`config.mk`:
```
export PLATFORM = sky130hd
export DESIGN_NAME = scanline_row_compressor
export DESIGN_NICKNAME = d
export VERILOG_FILES = /design/src/hdl/scr_pkg.sv /design/src/hdl/scr_ram.sv /design/src/hdl/scr_drain.sv /design/src/hdl/scanline_row_compressor.sv
export SDC_FILE = /design/constraint.sdc
export NUM_CORES = 2
export LEC_CHECK = 0
export BUFFER_PORTS_ARGS = -buffer_cell sky130_fd_sc_hd__buf_2
export CORE_MARGIN = 2
export CORE_UTILIZATION = 49
export CTS_CLUSTER_DIAMETER = 200
export DETAILED_ROUTE_END_ITERATION = 7
export HOLD_SLACK_MARGIN = 0.08
export MAX_ROUTING_LAYER = met4
export SETUP_SLACK_MARGIN = 0.5
export SYNTH_ARGS = -nofsm -noshare
export SYNTH_HDL_FRONTEND = slang
export SYNTH_HIERARCHICAL = 1
export SYNTH_SLANG_ARGS = --single-unit
export TNS_END_PERCENT = 50
```
`constraint.sdc`:
```
create_clock -name clk -period 11.3 [get_ports clk]
set_input_delay 1.13 -clock clk [delete_from_list [all_inputs] [get_ports clk]]
set_output_delay 1.13 -clock clk [all_outputs]
set_load 0.005 [all_outputs]
```
`src/hdl/scr_pkg.sv`:
```
`default_nettype none
package scr_pkg;

	localparam int GROUP_SIZE = 8;
	localparam int GIDX_W = 3;
	localparam logic [7:0] FLAG_MSB = 8'h80;

	typedef logic [GIDX_W-1:0] gidx_t;

	typedef struct packed {
		logic [GROUP_SIZE-1:0][7:0] bytes;
		logic [7:0]                 flags;
	} group_t;

endpackage
`default_nettype wire

```
`src/hdl/scr_ram.sv`:
```
`default_nettype none
module scr_ram #(
	parameter int WIDTH = 8,
	parameter int DEPTH = 256
) (
	input  wire logic                     clk,
	input  wire logic                     we,
	input  wire logic [$clog2(DEPTH)-1:0] waddr,
	input  wire logic [WIDTH-1:0]         wdata,
	input  wire logic                     re,
	input  wire logic [$clog2(DEPTH)-1:0] raddr,
	output logic      [WIDTH-1:0]         rdata
);

	logic [WIDTH-1:0] mem_q [DEPTH];

	always_ff @(posedge clk) begin
		if (re) begin
			rdata <= mem_q[raddr];
		end
		if (we) begin
			mem_q[waddr] <= wdata;
		end
	end

endmodule
`default_nettype wire

```
`src/hdl/scr_drain.sv`:
```
`default_nettype none
module scr_drain (
	input  wire logic            clk,
	input  wire logic            arst_n,
	input  wire logic            load,
	input  wire scr_pkg::group_t grp,
	output logic                 free,
	output logic                 m_tvalid,
	input  wire logic            m_tready,
	output logic [7:0]           m_tdata,   // out_byte
	output logic [0:0]           m_tuser,   // is_flag
	output logic                 m_tlast    // last_of_group
);

	logic                              busy_q;
	logic                              flag_sent_q;
	logic [7:0]                        mask_q;
	logic [scr_pkg::GROUP_SIZE-1:0][7:0] bytes_q;
	scr_pkg::gidx_t                    idx;
	logic                              single;
	logic                              take;

	always_comb begin
		idx = '0;
		for (int i = scr_pkg::GROUP_SIZE - 1; i >= 0; i--) begin
			if (mask_q[7-i]) begin
				idx = scr_pkg::gidx_t'(i);
			end
		end
	end

	assign single   = (mask_q & (mask_q - 8'd1)) == 8'd0;
	assign m_tvalid = busy_q;
	assign m_tuser  = !flag_sent_q;
	assign m_tdata  = flag_sent_q ? bytes_q[idx] : mask_q;
	assign m_tlast  = flag_sent_q ? single : (mask_q == 8'd0);
	assign take     = m_tvalid && m_tready;
	assign free     = !busy_q || (take && m_tlast);

	always_ff @(posedge clk or negedge arst_n) begin
		if (!arst_n) begin
			busy_q      <= 1'b0;
			flag_sent_q <= 1'b0;
			mask_q      <= '0;
		end else if (load) begin
			busy_q      <= 1'b1;
			flag_sent_q <= 1'b0;
			mask_q      <= grp.flags;
		end else if (take) begin
			flag_sent_q <= 1'b1;
			if (m_tlast) begin
				busy_q <= 1'b0;
			end
			if (flag_sent_q) begin
				mask_q <= mask_q & ~(scr_pkg::FLAG_MSB >> idx);
			end
		end
	end

	always_ff @(posedge clk) begin
		if (load) begin
			bytes_q <= grp.bytes;
		end
	end

endmodule
`default_nettype wire

```
`src/hdl/scanline_row_compressor.sv`:
```
`default_nettype none
// Channel   Direction  Signals                                Item
// s_        in         s_tvalid s_tready s_tdata s_tuser      one bitmap byte
// m_        out        m_tvalid m_tready m_tdata m_tuser m_tlast  flag or marked byte
// cfg_      in         cfg_valid cfg_ready cfg_data           row length write
//
// An input item is accepted each cycle; it reads the line store at acceptance
// and is compared in the following cycle, when the previous-row byte comes out of the RAM.
// A group that closes hands its flags and bytes to the drain buffer, which sends
// one output item a cycle while m_tready is high: flag byte, then marked bytes in column order.
// Input stalls only when a closing group finds the drain buffer still sending.
// Reset clears control state; the line store holds no data until a row is written.
module scanline_row_compressor #(
	parameter int MAX_ROW_BYTES = 256
) (
	input  wire logic       clk,
	input  wire logic       arst_n,
	input  wire logic       s_tvalid,
	output logic            s_tready,
	input  wire logic [7:0] s_tdata,   // data_byte
	input  wire logic [0:0] s_tuser,   // new_bitmap
	output logic            m_tvalid,
	input  wire logic       m_tready,
	output logic [7:0]      m_tdata,   // out_byte
	output logic [0:0]      m_tuser,   // is_flag
	output logic            m_tlast,   // last_of_group
	input  wire logic       cfg_valid,
	output logic            cfg_ready,
	input  wire logic [8:0] cfg_data   // row_bytes
);

	localparam int CW = $clog2(MAX_ROW_BYTES);
	localparam int EW = (CW + 1 > 9) ? CW + 1 : 9;
	localparam logic [EW-1:0] MAX_EW = EW'(MAX_ROW_BYTES);

	logic [8:0]           row_bytes_q;
	logic [CW-1:0]        column_q;
	scr_pkg::gidx_t       group_count_q;
	logic                 first_row_q;

	logic                 valid_s1;
	logic [7:0]           data_s1;
	scr_pkg::gidx_t       gidx_s1;
	logic                 first_s1;
	logic                 close_s1;

	logic [7:0]                          asm_flags_q;
	logic [scr_pkg::GROUP_SIZE-1:0][7:0] asm_bytes_q;

	logic                 accept;
	logic                 new_bm;
	logic [CW-1:0]        col;
	scr_pkg::gidx_t       gidx;
	logic                 first;
	logic [EW-1:0]        rb_ext;
	logic [EW-1:0]        eff;
	logic [CW:0]          col_inc;
	logic                 row_end;
	logic                 full;
	logic [7:0]           prev_byte;
	logic                 differs;
	logic                 s2_go;
	logic                 drain_free;
	scr_pkg::group_t      grp;

	assign cfg_ready = 1'b1;

	always_ff @(posedge clk or negedge arst_n) begin
		if (!arst_n) begin
			row_bytes_q <= 9'd2;
		end else if (cfg_valid && cfg_ready) begin
			row_bytes_q <= cfg_data;
		end
	end

	assign rb_ext = EW'(row_bytes_q);
	always_comb begin
		if (rb_ext == '0) begin
			eff = EW'(1);
		end else if (rb_ext > MAX_EW) begin
			eff = MAX_EW;
		end else begin
			eff = rb_ext;
		end
	end

	assign new_bm  = s_tuser[0];
	assign col     = new_bm ? '0 : column_q;
	assign gidx    = new_bm ? '0 : group_count_q;
	assign first   = new_bm || first_row_q;
	assign col_inc = {1'b0, col} + 1'b1;
	assign row_end = EW'(col_inc) >= eff;
	assign full    = gidx == scr_pkg::gidx_t'(scr_pkg::GROUP_SIZE - 1);

	assign s2_go    = valid_s1 && (!close_s1 || drain_free);
	assign s_tready = !valid_s1 || s2_go;
	assign accept   = s_tvalid && s_tready;

	scr_ram #(
		.WIDTH(8),
		.DEPTH(MAX_ROW_BYTES)
	) u_line (
		.clk  (clk),
		.we   (accept),
		.waddr(col),
		.wdata(s_tdata),
		.re   (accept),
		.raddr(col),
		.rdata(prev_byte)
	);

	always_ff @(posedge clk or negedge arst_n) begin
		if (!arst_n) begin
			column_q      <= '0;
			group_count_q <= '0;
			first_row_q   <= 1'b1;
			valid_s1      <= 1'b0;
		end else begin
			if (accept) begin
				column_q      <= row_end ? '0 : CW'(col_inc);
				first_row_q   <= row_end ? 1'b0 : first;
				group_count_q <= (row_end || full) ? '0 : gidx + 1'b1;
				valid_s1      <= 1'b1;
			end else if (s2_go) begin
				valid_s1 <= 1'b0;
			end
		end
	end

	always_ff @(posedge clk) begin
		if (accept) begin
			data_s1  <= s_tdata;
			gidx_s1  <= gidx;
			first_s1 <= first;
			close_s1 <= row_end || full;
		end
	end

	assign differs = first_s1 || (data_s1 != prev_byte);

	always_comb begin
		grp.bytes          = asm_bytes_q;
		grp.bytes[gidx_s1] = data_s1;
		grp.flags          = (gidx_s1 == '0) ? 8'd0 : asm_flags_q;
		if (differs) begin
			grp.flags = grp.flags | (scr_pkg::FLAG_MSB >> gidx_s1);
		end
	end

	always_ff @(posedge clk or negedge arst_n) begin
		if (!arst_n) begin
			asm_flags_q <= '0;
		end else if (s2_go) begin
			asm_flags_q <= grp.flags;
		end
	end

	always_ff @(posedge clk) begin
		if (s2_go) begin
			asm_bytes_q <= grp.bytes;
		end
	end

	scr_drain u_drain (
		.clk     (clk),
		.arst_n  (arst_n),
		.load    (s2_go && close_s1),
		.grp     (grp),
		.free    (drain_free),
		.m_tvalid(m_tvalid),
		.m_tready(m_tready),
		.m_tdata (m_tdata),
		.m_tuser (m_tuser),
		.m_tlast (m_tlast)
	);

	a_load_when_free: assert property (@(posedge clk) disable iff (!arst_n)
		(s2_go && close_s1) |-> drain_free)
		else $error("group handed to a busy drain buffer");

	a_flag_then_data: assert property (@(posedge clk) disable iff (!arst_n)
		(m_tvalid && m_tready && m_tuser[0] && !m_tlast) |=> (m_tvalid && !m_tuser[0]))
		else $error("flag with marked bytes not followed by a data item");

	a_new_bitmap_restart: assert property (@(posedge clk) disable iff (!arst_n)
		(accept && new_bm) |=> (gidx_s1 == '0 && first_s1 && valid_s1))
		else $error("new bitmap did not restart the group");

endmodule
`default_nettype wire
```
==> metrics <==
status complete, no violations; Final Critical Period 5.939 ns; final WL 218,100 um; die width 427.6 um; distinct cell type count of the synthesized netlist 90; Fin. Hold Viols 0; R2R Setup Slk 5.36 ns; FP Rows 155; starting DRC count in detailed routing 5,066; Avg Cell Area, Syn 20.29 um^2; FF-to-FF Start u_drain/mask_q[3]; number of hold-repair buffers added at the cts stage 0; met3 WL 16,440 um; Clock Skews 0.03418 ns; # port buffers 34; Ys Warns 6; commonest non-fill, non-tap cell in the layout edfxtp_1; PD cells 194.9 mW/mm^2; TritonCTS clock tree built; vias in the first global route 43,340; Mapped Area 0.08793 mm^2; Max Clk Rate 0.1684 GHz; vias 43,880; DR WL/cell 31.38 um; Final Slew Violations 0; Critical Path Source Type register; Crit. End Element register; Max Cap Viol 0; Worst R2R End u_line/mem_q[216][1]; Syn-to-layout area delta 10.64%; routed wl met2 103,800 um; switching power 4668 uW; Root Buffer clkbuf_16; DR pass1 iterations 5; post-synthesis register bit count 2,237; Max VDD drop 0.1676 mV; final setup fails 0; share of total power in sequential cells 0.501; arrival time at the worst endpoint 6.40 ns; post-CTS setup buffers 0; RSZ-0062 raised after global routing false; worst r2r path cells 10; Post-synth EDFFs 2,197; H-Tree Depth 4; combinational share of power 0.128; Clock Latency Late Sink 0.85 ns; initial core utilization 0.4928; Clk network pwr share 0.371; sequential share of the synthesized area 0.7617; layout cells sized above 1 0.2207; DIE AREA 0.1828 mm^2; Floorplan Core Area 0.1784 mm^2; slew margin rel. 0.1517; Worst-Margin Slew 1.265 ns; WS Path Type reg2reg; HP Class in2async; num ports 36; Power, Total 18,960 uW; Final Cycle Share 0.5255; synthesized net count 4,368; total grt overflow 0; leak pwr 0.02969 uW; top sig layer met4; switch share 0.2462; GRT Overall Usage 0.2473; Core Util, Final 0.5452; Post-Synthesis Cells 4,333; final net count 4,440; DRC violations left 0; DP Wirelength 127,700 um; first-pass GRT wire length 314,600 um; RD Place Congestion 0.8403; largest net degree at the start of global routing 144; crit-path max FO 45; die height 427.6 um; Synth Flop Type edfxtp_1; post-cts sizing count 0; fillcell total 13,630; CTS max path bufs 3; post-synthesis async set-or-reset flop share 0.01788; Worst EP required 11.76 ns; M1 wire length 92,930 um; Clock transition at path regs 0.06 ns; total CTS buffers 224; Internal 14,290 uW; Setup TNS Final 0 ns; Vias/cell 6.312; initial antenna violation count 4; most frequent cells in the layout edfxtp_1 (2,197), mux4_2 (454), nor2_1 (296); Clock Sinks 2,237; Final ANT Viol Nets 0
==> cell type report <==
cell class	count	area, um^2	share of cell area
inverter	14	52.55	0.0005402
tap	2355	2947	0.03029
antenna	7	17.52	0.0001801
timing repair buffer	119	975.9	0.01003
multi-input combinational	1809	19370	0.1992
clock inverter	141	1100	0.01131
sequential	2237	66980	0.6885
clock buffer	269	5838	0.06001
==> per-stage QoR <==
stage	cell area (um^2)	instances	hold slack (ns)	worst slack (ns)
5_1_grt	97270	6945	0.4605	5.111
2_1_floorplan	87930	4333	0.4354	5.341
3_5_place_dp	90330	6534	0.4635	4.934
3_3_place_gp	90320	6533	0.4523	4.702
4_1_cts	97260	6944	0.4172	5.462
6_report	97280	6951	0.4373	5.361
==> per-layer routing <==
| layer | vias up | track usage |
|---|---|---|
| met3 | 278 | 0.04262 |
| li1 | 18150 | - |
| met5 | - | - |
| met2 | 1821 | 0.3745 |
| met1 | 23630 | 0.3529 |
| met4 | 0 | 0.06240 |
==> Yosys cell counts, types with 28 or more instances <==
| cell type | count | area [um^2] |
|---|---|---|
| edfxtp_1 | 2197 | 65970 |
| mux4_2 | 454 | 10220 |
| nor2_1 | 299 | 1122 |
| mux2i_1 | 142 | 1421 |
| a22oi_1 | 133 | 998.5 |
| clkbuf_1 | 127 | 476.7 |
| a21oi_1 | 109 | 545.5 |
| nand2_1 | 106 | 397.9 |
| mux2_2 | 71 | 799.5 |
| buf_2 | 46 | 230.2 |
| o221ai_1 | 46 | 402.9 |
| nor2b_1 | 44 | 275.3 |
| nand3_1 | 42 | 210.2 |
| dfrtp_1 | 38 | 950.9 |
| buf_4 | 29 | 217.7 |
| o21ai_0 | 29 | 145.1 |
| o22ai_1 | 29 | 181.4 |
| nor4_1 | 28 | 175.2 |
==> sequential cells by signal (all words and copies together), names as in the netlist <==
| signal | cells |
|---|---|
| u_line/mem_q | 2048 |
| u_drain/mask_q | 8 |
| rb_ext | 9 |
| first_row_q | 1 |
| gidx_s1 | 3 |
| data_s1 | 8 |
| column_q | 8 |
| asm_flags_q | 8 |
| u_line/rdata | 8 |
| close_s1 | 1 |
| valid_s1 | 1 |
| u_drain/flag_sent_q | 1 |
| u_drain/m_tvalid | 1 |
| first_s1 | 1 |
| u_drain/bytes_q | 64 |
| asm_bytes_q | 64 |
| group_count_q | 3 |
==> power by group through the flow <==
stage	logic (uW)	clock network (uW)	registers (uW)
global route	2600	7500	9510
finish	2430	7030	9490
CTS	2470	7160	9490
global placement	2440	0	9660
detailed placement	2460	0	9670
floorplan	1750	0	9590
==> how the worst max path moves through the flow <==
stage	depth (start not counted)	start	endpoint
2_1_floorplan	10	u_drain/mask_q[3]	asm_flags_q[7]
3_3_place_gp	11	s_tuser	u_line/rdata[5]
3_5_place_dp	11	s_tuser	u_line/rdata[3]
4_1_cts	10	u_drain/mask_q[3]	u_line/mem_q[57][3]
5_1_grt	10	u_drain/mask_q[3]	u_line/mem_q[216][1]
6_report	10	u_drain/mask_q[3]	u_line/mem_q[216][1]
==> critical path, stage by stage (launching register included) <==
cell	delay [ns]
dfrtp_1	0.49
or4_1	0.69
a2111oi_1	0.43
nor3_1	0.15
o211ai_2	0.26
nand3b_1	0.18
nand2_1	0.36
inv_2	0.17
buf_4	0.55
nand3_2	1.07
nor2_1	1.10
==> kinds of logic (layout without fill, tap and decap cells) <==
family,count (synthesis),after routing,synth area share
DFF,2237,2237,0.7617
muxes,676,676,0.1432
and+or+nand+nor,614,614,0.03189
AOI/OAI and AO/OA,492,492,0.04026
buffers and inverters,287,543,0.01954
adders and majority gates,13,13,0.001821
xor gates and xnor gates,13,13,0.001551
other,1,8,0.00004265
Note: power is estimated with default switching activity, not from simulation.
